`config.mk`:
```
export PLATFORM = sky130hd
export DESIGN_NAME = ssm_mod_unit
export DESIGN_NICKNAME = d
export VERILOG_FILES = /design/src/hw/rtl/ssm_pkg.sv /design/src/hw/rtl/ssm_mod_unit.sv
export SDC_FILE = /design/constraint.sdc
export NUM_CORES = 1
export LEC_CHECK = 0
export ABC_AREA = 1
export BUFFER_PORTS_ARGS = -buffer_cell sky130_fd_sc_hd__buf_2
export CAP_MARGIN = 40
export CELL_PAD_IN_SITES_DETAIL_PLACEMENT = 1
export CELL_PAD_IN_SITES_GLOBAL_PLACEMENT = 1
export CORE_AREA = 2 2 126 128
export CTS_BUF_LIST = sky130_fd_sc_hd__clkbuf_8
export DETAILED_ROUTE_END_ITERATION = 10
export DIE_AREA = 0 0 128 130
export PLACE_DENSITY_LB_ADDON = 0.1
export SYNTH_ARGS = -nofsm -noshare
export SYNTH_HDL_FRONTEND = slang
export SYNTH_SLANG_ARGS = --single-unit
```
`constraint.sdc`:
```
create_clock -name aclk -period 4.8 [get_ports aclk]
set_clock_uncertainty 0.2 [all_clocks]
set_input_delay 0.96 -clock aclk [delete_from_list [all_inputs] [get_ports aclk]]
set_output_delay 0.96 -clock aclk [all_outputs]
set_load 0.02 [all_outputs]
```
`src/hw/rtl/ssm_pkg.sv`:
```
// shared constants and codes for the segmented sieve marker
`timescale 1ns / 1ps

package ssm_pkg;

    localparam int DATA_W        = 32;
    localparam int SEG_BITS_DEF  = 65536;
    localparam int WORD_BITS_DEF = 32;

    localparam int REQ_W         = 2;
    localparam int QOFF_W        = 16;
    localparam int S_TDATA_W     = 48;
    localparam int M_TDATA_W     = 8;
    localparam int APB_ADDR_W    = 3;

    localparam logic [REQ_W-1:0] REQ_CLEAR  = 2'd0;
    localparam logic [REQ_W-1:0] REQ_STRIKE = 2'd1;
    localparam logic [REQ_W-1:0] REQ_QUERY  = 2'd2;
    localparam logic [REQ_W-1:0] REQ_NONE   = 2'd3;

    // register index, taken from paddr[2]
    localparam logic REG_SEG_LOW  = 1'b0;
    localparam logic REG_SEG_HIGH = 1'b1;

    localparam logic [DATA_W-1:0] SEG_LOW_RST  = 32'd0;
    localparam logic [DATA_W-1:0] SEG_HIGH_RST = 32'd65535;

endpackage

```
`src/hw/rtl/ssm_mod_unit.sv`:
```
// iterative restoring remainder unit, one quotient bit per cycle
`timescale 1ns / 1ps

module ssm_mod_unit #(
    parameter int W = ssm_pkg::DATA_W
) (
    input  logic         aclk,
    input  logic         aresetn,
    input  logic         start,
    input  logic [W-1:0] dividend,
    input  logic [W-1:0] divisor,
    output logic         done,
    output logic [W-1:0] rem
);

    localparam int CNT_W = (W > 1) ? $clog2(W) : 1;
    localparam logic [CNT_W-1:0] CNT_LAST = CNT_W'(W - 1);

    logic [W:0]     rem_reg,  rem_next;
    logic [W-1:0]   dvd_reg,  dvd_next;
    logic [W-1:0]   dsr_reg,  dsr_next;
    logic [CNT_W-1:0] cnt_reg, cnt_next;
    logic           busy_reg, busy_next;
    logic           done_reg, done_next;
    logic [W:0]     shifted;

    always_comb begin
        rem_next  = rem_reg;
        dvd_next  = dvd_reg;
        dsr_next  = dsr_reg;
        cnt_next  = cnt_reg;
        busy_next = busy_reg;
        done_next = 1'b0;
        shifted   = {rem_reg[W-1:0], dvd_reg[W-1]};
        if (start) begin
            rem_next  = '0;
            dvd_next  = dividend;
            dsr_next  = divisor;
            cnt_next  = CNT_LAST;
            busy_next = 1'b1;
        end else if (busy_reg) begin
            if (shifted >= {1'b0, dsr_reg}) begin
                rem_next = shifted - {1'b0, dsr_reg};
            end else begin
                rem_next = shifted;
            end
            dvd_next = {dvd_reg[W-2:0], 1'b0};
            cnt_next = cnt_reg - 1'b1;
            if (cnt_reg == '0) begin
                busy_next = 1'b0;
                done_next = 1'b1;
            end
        end
    end

    always_ff @(posedge aclk) begin
        if (!aresetn) begin
            busy_reg <= 1'b0;
            done_reg <= 1'b0;
            cnt_reg  <= '0;
        end else begin
            busy_reg <= busy_next;
            done_reg <= done_next;
            cnt_reg  <= cnt_next;
        end
        rem_reg <= rem_next;
        dvd_reg <= dvd_next;
        dsr_reg <= dsr_next;
    end

    assign done = done_reg;
    assign rem  = rem_reg[W-1:0];

endmodule

```
==> results of run 1 <==
==> cell families (layout without fill, tap and decap cells) <==
group,count (synthesis),after routing,share of synthesized area
and+or+nand+nor,586,586,0.365
adders and majority gates,35,35,0.0648
DFF,103,103,0.393
AOI/OAI and AO/OA,46,46,0.0379
buffers and inverters,210,311,0.122
xor gates and xnor gates,14,14,0.0178
==> worst max-delay path: cells and delay by family, from the launching register on <==
family | cells | cell delay, ns
simple gates | 11 | 1.70
buf+inv | 3 | 0.16
fa+ha+maj | 1 | 0.35
flops | 1 | 0.34
==> where the power goes <==
group	internal (W)	switching, W
registers	0.00100	0.0000194
logic	0.0000931	0.000165
clock network	0.000249	0.000336
total	0.00135	0.000521
==> synthesized netlist by cell type, types with 2 or more instances <==
cell type / count / area share
buf_6: 3 / 0.0049
o21ai_1: 11 / 0.0080
clkbuf_1: 10 / 0.0055
buf_2: 5 / 0.0036
o21bai_1: 4 / 0.0044
nor3_1: 3 / 0.0022
nand2_2: 8 / 0.0073
dfxtp_1: 39 / 0.11
and2_1: 4 / 0.0036
xnor2_1: 14 / 0.018
nand2_4: 2 / 0.0033
nand2_1: 408 / 0.22
a31oi_1: 2 / 0.0018
nand3b_1: 13 / 0.014
o21a_1: 2 / 0.0022
o31ai_1: 2 / 0.0022
inv_1: 187 / 0.10
nor2_4: 3 / 0.0049
a21oi_1: 19 / 0.014
edfxtp_1: 64 / 0.28
ha_1: 34 / 0.062
nor2_2: 5 / 0.0046
nand3_1: 74 / 0.054
o21ai_0: 4 / 0.0029
buf_4: 2 / 0.0022
nor2_1: 46 / 0.025
nand3_2: 8 / 0.012
nand4_1: 11 / 0.010
==> path summary, 6_finish.rpt <==
| kind | start | to | slack, ns | cells past startpoint |
|---|---|---|---|---|
| setup reg to reg | dsr_reg[8]$_DFFE_PP_ | rem_reg[21]$_SDFFE_PP0P_ | 1.97 | 15 |
| hold / removal | rem_reg[23]$_SDFFE_PP0P_ | rem_reg[23]$_SDFFE_PP0P_ | 0.30 | 2 |
| setup / recovery | dsr_reg[8]$_DFFE_PP_ | rem_reg[21]$_SDFFE_PP0P_ | 1.97 | 15 |
| hold reg to reg | rem_reg[23]$_SDFFE_PP0P_ | rem_reg[23]$_SDFFE_PP0P_ | 0.30 | 2 |
==> metrics by stage <==
stage          instances  total power, W  utilization
6_report            1287         0.00187        0.503
5_1_grt             1287         0.00196        0.503
4_1_cts             1287         0.00189        0.503
3_5_place_dp        1271         0.00131        0.490
3_3_place_gp        1270         0.00129        0.488
2_1_floorplan        994         0.00120            -
==> final cells by class <==
cell class | count | area, um^2 | area share
clock buffer | 9 | 124 | 0.0160
sequential | 103 | 2700 | 0.348
timing repair buffer | 107 | 576 | 0.0741
tap | 192 | 240 | 0.0309
clock inverter | 7 | 78.8 | 0.0102
multi-input combinational | 681 | 3340 | 0.430
inverter | 188 | 706 | 0.0909
==> routing by layer <==
| layer | vias to the layer above | global-route usage | routed length [um] | part of all wire |
|---|---|---|---|---|
| li1 | 3254 | - | - | - |
| met3 | 18 | 0.0258 | 455 | 0.024 |
| met2 | 93 | 0.426 | 9190 | 0.49 |
| met5 | - | 0 | 0 | 0 |
| met1 | 2896 | 0.300 | 8870 | 0.47 |
| met4 | 0 | 0.0666 | 265 | 0.014 |
==> metrics.txt, run 1 <==
status finished, final reports clean; via/cell ratio 4.86; FP Rows 46; drt initial violations 285; commonest cells after routing, fill and taps aside 408 x nand2_1, 188 x inv_1, 99 x buf_2; CORE AREA 15,400 um^2; post-DP HPWL 14,800 um; number of port buffers 99; Crit path largest cell delay 0.36 ns; mapped cell area 6870 um^2; DR WL/cell 14.6 um; cells along the critical path inv_1 -> ha_1 -> nand2_1 -> inv_1 -> nand2_1 -> nand2_1 -> inv_1 -> nand3_2 -> nand2_2 -> nand2_2 -> nand2_4 -> nand2_4 -> nand2_1 -> nand3_1 -> nand2_1; clock-pin slew on the worst setup and hold paths 0.11 ns; Fmax 353 MHz; Slew headroom 0.448; unique cell type count in the Yosys netlist 35; Area Growth Syn to Fin 13.0%; Die W 128 um; gr ovfl total 0; drt total wl 18,800 um; initial antenna violation count 0; vias in the first global route 6,361; clock sinks 103; pwr/cell area 241 nW/um^2; postcts setup bufs 0; max-cap viol count 0; total CTS buffers 9; die height 130 um; clock buffer depth 2; Max VDD drop 0.165 mV; largest net degree at the start of global routing 69; Final WS setup 1.97 ns; Pleak 4.33 nW; worst-skew pair later-pin latency 0.39 ns; sum of negative setup slack 0 ns; synth warn 0; Final setup viols 0; pre-CTS setup slack 1.97 ns; post-synthesis register bit count 103; slowest CP cell nand2_4; CTS tree built; # fillers 2,058; Final Max Slew Viols 0; Post-Layout Inst Area 7760 um^2; Nets 1,192; RD Place Congestion 0.898; final period utilization 0.590; vias 6,261; first-pass GRT wire length 31,100 um; GR Util All Layers 0.236; die area 16,600 um^2; Hold WC Path Type register to register; Hold Vio Cnt, Final 0; Post-DRT Antenna Nets 0; Placed Instance Area 7560 um^2; Crit Path Max Fanout 34; Post-synth EDFFs 64; Hold WS 0.296 ns; slew at the pin with the worst max-slew slack 0.827 ns; crit path capture type register; Critical Path AT 2.97 ns; critical setup path kind register to register; Ports 100; Tmin final 2.83 ns; layout cell share with drive strength beyond 1 0.138; CTS Hold Bufs 0; Required @ worst endpoint 4.93 ns; n_diodes 0; sequential-to-total area share from yosys stat 0.393; syn avg cell area 6.91 um^2; initial core utilization 0.445; RSZ-0062 raised after global routing false; length of the first detailed-routing pass in iterations 4; Setup crit start kind register; Post-Syn Instances 994; CTS H-Tree Depth 3; Post-synth ARST share 0; Most common cell on crit path nand2_1; Mapped Nets 1,096; ys flop type edfxtp_1; clk root buf clkbuf_8; # DRC 0; Gates resized, CTS repair 0; most common cell after layout, fill and taps aside nand2_1
No activity file was read; power rests on OpenSTA's default activity.
==> run 2, diff against run 1 <==
Settings changed: CORE_AREA 2 2 126 128 to 2 2 136 138, DIE_AREA 0 0 128 130 to 0 0 138 140.
Clock period 4.8 ns to 2.5 ns, I/O delays scaled along.
==> run 2 against run 1 <==
Combinational power up 120%. Cell area is 8.0% higher. Register-to-register slack lost 1.8 ns. Highest routed layer unchanged. Sequential share of layout area is 2.6 points lower. First-iteration DRC count down 17%. Wire length rose by 7.2%. Via count is 3.0% higher. Non-clock buffer count grew 36. Worst hold slack got worse by 0.24 ns. Die area increased by 16%.
==> metrics.txt, run 2 (same netlist as run 1, synthesis figures left out) <==
clk root buf clkbuf_8; CORE AREA 17,800 um^2; DP Cell Count 1,339; Sw Share 0.301; Worst R2R End rem_reg[28]$_SDFFE_PP0P_; status finished, final reports clean; Final setup viols 0; CTS tree built; DR WL/cell 14.8 um; most common cell after layout, fill and taps aside nand2_1; critical setup path kind register to register; Int Power 0.00254 W; Tmin final 2.36 ns; layout cell share with drive strength beyond 1 0.198; clock sinks 103; via/cell ratio 4.74; first-pass GRT wire length 33,100 um; pwr/cell area 433 nW/um^2; Pleak 4.53 nW; die area 19,300 um^2; worst-skew pair later-pin latency 0.41 ns; slew at the pin with the worst max-slew slack 0.520 ns; clock buffer depth 2; crit path capture type register; R2R depth 15; vias 6,447; drt initial violations 236; critical path startpoint dsr_reg[19]$_DFFE_PP_; gr ovfl total 0; FP Rows 49; initial core utilization 0.386; # fillers 2,346; Setup crit start kind register; reg2reg setup slack 0.14 ns; max-cap viol count 0; clock group share of total power 0.306; GR Util All Layers 0.212; fin cells 1,360; Register Area 2700 um^2; Post-Layout Inst Area 8390 um^2; Hold WC Path Type primary input to register; total CTS buffers 9; Ports 100; drt total wl 20,100 um; initial antenna violation count 0; Final Max Slew Viols 0; Required @ worst endpoint 2.61 ns; # DRC 0; worst reg2reg path startpoint dsr_reg[19]$_DFFE_PP_; commonest cells after routing, fill and taps aside 396 x nand2_1, 186 x inv_1, 99 x buf_2; final period utilization 0.944; Sw Pwr 0.00109 W; Tot Pwr 0.00363 W; RD Place Congestion 0.918; Post-DRT Antenna Nets 0; n_diodes 0; number of port buffers 99; length of the first detailed-routing pass in iterations 4; Slew headroom 0.654; Final WS setup 0.140 ns; Nets 1,228; Die W 138 um; Sequential Power Share 0.541; CTS H-Tree Depth 3; Crit Path Max Fanout 11; CTS Hold Bufs 0; Multi-input gate area 3540 um^2; Logic pwr share 0.153; post-DP HPWL 16,000 um; Placed Instance Area 7870 um^2; Area Growth Syn to Fin 22.1%; pre-CTS setup slack 0.00848 ns; clock-pin slew on the worst setup and hold paths 0.12 ns; Critical Path AT 2.47 ns; Fmax 424 MHz; Hold Vio Cnt, Final 0; vias in the first global route 6,676; Setup crit end rem_reg[28]$_SDFFE_PP0P_; Max VDD drop 0.286 mV; sum of negative setup slack 0 ns; die height 140 um; largest net degree at the start of global routing 47
-- run 2: cell types whose count changed in the layout (fill, tap and decap cells not counted), moves of 5 or more --
cell	before	now
buf_4	7	31
ha_1	34	22
nand2_1	408	396
nand2_2	8	17
nor2_1	45	37
ha_2	0	6
ha_4	0	6
buf_12	0	5
nor2_2	6	11
-- run 2: how the worst min path moves through the flow --
stage | slack (ns) | from | end | depth (start not counted)
after floorplan | 0.26 | cnt_reg[4]$_SDFFE_PN0P_ | cnt_reg[4]$_SDFFE_PN0P_ | 2
after global placement | 0.28 | rem_reg[17]$_SDFFE_PP0P_ | rem_reg[17]$_SDFFE_PP0P_ | 2
after detailed placement | 0.28 | rem_reg[17]$_SDFFE_PP0P_ | rem_reg[17]$_SDFFE_PP0P_ | 2
after CTS | 0.03 | divisor[7] | dsr_reg[7]$_DFFE_PP_ | 1
after global routing | 0.04 | divisor[7] | dsr_reg[7]$_DFFE_PP_ | 1
final | 0.06 | divisor[22] | dsr_reg[22]$_DFFE_PP_ | 1
-- run 2: through the flow --
step	hold slack, ns	utilization
6_report	0.0603	0.472
5_1_grt	0.0395	0.472
4_1_cts	0.0338	0.454
3_5_place_dp	0.277	0.443
3_3_place_gp	0.275	0.443
2_1_floorplan	0.257	-
-- run 2: area by class of cell --
cell class,instances,share of cell area
tap,229,0.0342
inverter,188,0.0841
sequential,103,0.322
timing repair buffer,143,0.114
clock inverter,7,0.00880
multi-input combinational,681,0.422
clock buffer,9,0.0148
-- run 2: power groups by stage --
stage / sequential, W / combinational [W] / clock [W]
floorplan: 0.00199 / 0.000318 / 0
global placement: 0.00200 / 0.000521 / 0
detailed placement: 0.00200 / 0.000528 / 0
CTS: 0.00196 / 0.000531 / 0.00115
global route: 0.00198 / 0.000632 / 0.00121
finish: 0.00196 / 0.000556 / 0.00111
-- run 2: worst max-delay path, stage by stage, from the launching register on --
cell	delay, ns
edfxtp_1	0.34
inv_1	0.04
ha_2	0.39
nand2_2	0.09
nor2_2	0.17
nand2_2	0.09
nor2_2	0.14
nand2_2	0.07
nor2_4	0.10
nor2_4	0.05
buf_12	0.13
nand2_8	0.10
buf_12	0.13
nand3_2	0.09
nand2_1	0.08
nand2_1	0.05
-- run 2: routing by layer --
metal | up-vias | GRT usage | wire, um
li1 | 3329 | - | -
met1 | 2991 | 0.272 | 9300
met2 | 102 | 0.366 | 9600
met3 | 25 | 0.0379 | 829
met4 | 0 | 0.0623 | 420
met5 | - | 0 | 0
-- run 2: what timing repair did --
action                                  4_1_cts  5_1_grt
hold endpoints to repair                      0        0
pin swaps                                     0        4
gates cloned                                  0        2
gates resized for setup                       1       56
setup buffers                                 0        3
endpoints found under the setup margin        1       32
==> run 3, diff against run 2 <==
Settings changed: ABC_AREA 1 to not set, CORE_AREA 2 2 136 138 to 2 2 123 125, DIE_AREA 0 0 138 140 to 0 0 125 127.
==> run 3 against run 2 <==
The flow now finishes with violations (negative setup slack). Sequential power is 3% higher. Critical endpoint is now rem_reg[24]$_SDFFE_PP0P_. Non-clock buffer count rose by 97. Critical path type unchanged. Highest routed layer unchanged. Maximum frequency decreased by 18%. Combinational power rose by 120%. Count of clock-buffer cells in the layout unchanged.
==> metrics.txt, run 3 <==
status complete, but fails checks; failing checks negative setup slack; Fmax 348 MHz; max-cap viol count 0; Hold Vio Cnt, Final 0; Crit Path Max Fanout 4; Post-synth EDFFs 64; sum of negative setup slack -10.01 ns; clk root buf clkbuf_8; Final setup viols 32; Critical Path AT 2.99 ns; Final Core Density 0.597; unique cell type count in the Yosys netlist 59; die area 15,900 um^2; vias 5,259; count leader, synth edfxtp_1; area share of the largest cell type after synthesis 0.331; first-pass GRT wire length 28,800 um; CORE AREA 14,400 um^2; Synth top cells by count 64 x edfxtp_1, 55 x nand2_1, 45 x inv_1; Nets 895; GR Util All Layers 0.226; Mapped Nets 668; cell count of the worst hold path 1; largest net degree at the start of global routing 66; number of port buffers 99; post-synthesis register bit count 103; die height 127 um; # DRC 0; Tmin final 2.88 ns; Area Growth Syn to Fin 48.1%; n_diodes 0; RSZ-0062 raised after global routing true; family with the most delay on the worst path compound AO/OA/AOI/OAI gates; Hold WC Path Type primary input to register; FP Rows 44; Post-DRT Antenna Nets 0; R2R depth 12; fin cells 982; Max VDD drop 0.392 mV; drt initial violations 210; crit path capture type register; Post-Syn Instances 566; via/cell ratio 5.36; Post-synth ARST share 0; critical path startpoint dvd_reg[31]$_DFFE_PP_; commonest cells after routing, fill and taps aside 123 x buf_4, 98 x buf_2, 64 x edfxtp_1; reg2reg setup slack -0.38 ns; CTS H-Tree Depth 3; pwr/cell area 503 nW/um^2; post-DP HPWL 13,100 um; CTS tree built; mapped cell area 5810 um^2; syn avg cell area 10.3 um^2; Tot Pwr 0.00434 W; worst-skew pair later-pin latency 0.41 ns; vias in the first global route 5,695; Final Max Slew Viols 0; Final WS setup -0.377 ns; worst reg2reg path startpoint dvd_reg[31]$_DFFE_PP_; layout cell share with drive strength beyond 1 0.524; ys flop type edfxtp_1; initial antenna violation count 0; Area contributors post-synth edfxtp_1 33%, dfxtp_1 13%, ha_1 7.3%; clock buffer depth 2; Required @ worst endpoint 2.61 ns; DR WL/cell 18.7 um; most common cell after layout, fill and taps aside buf_4; Crit path largest cell delay 0.39 ns; gr ovfl total 0; critical setup path kind register to register; RD Place Congestion 0.882; buffers and inverters on the worst path 2; slowest CP cell edfxtp_1; drt total wl 18,300 um; clock-pin slew on the worst setup and hold paths 0.12 ns; Slew headroom 0.512; largest area contributor in the netlist edfxtp_1; Worst R2R End rem_reg[24]$_SDFFE_PP0P_; Endpoint, Worst Hold dsr_reg[11]$_DFFE_PP_; Die W 125 um; slew at the pin with the worst max-slew slack 0.731 ns; length of the first detailed-routing pass in iterations 4; synth warn 0; Hold Crit Start divisor[11]; cells along the critical path inv_2 -> ha_4 -> inv_2 -> fa_2 -> a21oi_2 -> o21ai_2 -> a31oi_2 -> o211ai_1 -> o2111ai_1 -> nor3b_2 -> o21ai_1 -> a32o_1; clock sinks 103; Pleak 3.74 nW; Ports 100; total CTS buffers 9; # fillers 1,586; sequential-to-total area share from yosys stat 0.465; initial core utilization 0.403; final period utilization 1.15; Setup crit start kind register; DP Cell Count 949; Placed Instance Area 7710 um^2; Most common cell on crit path inv_2; Post-Layout Inst Area 8610 um^2
run 3: how the worst max path moves through the flow:
| stage | cells after the start | slack (ns) | to |
|---|---|---|---|
| after floorplan | 10 | -0.12 | rem_reg[21]$_SDFFE_PP0P_ |
| after global placement | 10 | -0.34 | rem_reg[16]$_SDFFE_PP0P_ |
| after detailed placement | 13 | -0.47 | rem_reg[20]$_SDFFE_PP0P_ |
| after CTS | 9 | -0.41 | rem_reg[16]$_SDFFE_PP0P_ |
| after global routing | 10 | -0.57 | rem_reg[24]$_SDFFE_PP0P_ |
| final | 12 | -0.38 | rem_reg[24]$_SDFFE_PP0P_ |
run 3: layout make-up:
class                      count  area (um^2)  share of cell area
sequential                   103         2740               0.319
multi-input combinational    394         3550               0.412
timing repair buffer         240         1720               0.200
clock inverter                 7         75.1             0.00872
inverter                      45          169              0.0196
tap                          184          230              0.0267
clock buffer                   9          124              0.0144
run 3: routing by layer:
metal | track usage | vias up | share of wire
met1 | 0.271 | 2573 | 0.43
met2 | 0.400 | 125 | 0.50
li1 | - | 2527 | -
met5 | 0 | - | 0
met3 | 0.0523 | 34 | 0.046
met4 | 0.0830 | 0 | 0.027
run 3: kinds of logic after synthesis:
logic type | count (synthesis) | synth area share
compound gates | 146 | 0.176
simple gates | 146 | 0.119
mux | 38 | 0.0723
fa+ha+maj | 35 | 0.0766
buf+inv | 69 | 0.0484
xor+xnor | 29 | 0.0437
flops | 103 | 0.465
run 3: per-stage QoR:
stage | worst slack, ns | hold slack (ns)
5_1_grt | -0.567 | 0.0368
6_report | -0.377 | 0.0531
2_1_floorplan | -0.118 | 0.311
3_5_place_dp | -0.471 | 0.342
4_1_cts | -0.414 | 0.0249
3_3_place_gp | -0.336 | 0.328
run 3: what timing repair did:
action                                 4_1_cts  5_1_grt
buffers inserted                            13        5
cloned                                       1        0
hold buffers                                 0        0
endpoints found under the hold margin        0        0
pin swaps                                   25       35
setup endpoints to repair                   32       32
resized for setup                           40       85
run 3: worst register-to-register path: stages (launching register included):
cell,delay [ns]
edfxtp_1,0.39
inv_2,0.10
ha_4,0.14
inv_2,0.04
fa_2,0.36
a21oi_2,0.19
o21ai_2,0.08
a31oi_2,0.18
o211ai_1,0.23
o2111ai_1,0.35
nor3b_2,0.21
o21ai_1,0.07
a32o_1,0.25
run 3: where the power goes:
| group | switching [W] | internal, W |
|---|---|---|
| sequential | 0.0000630 | 0.00195 |
| clock | 0.000695 | 0.000391 |
| combinational | 0.000647 | 0.000583 |
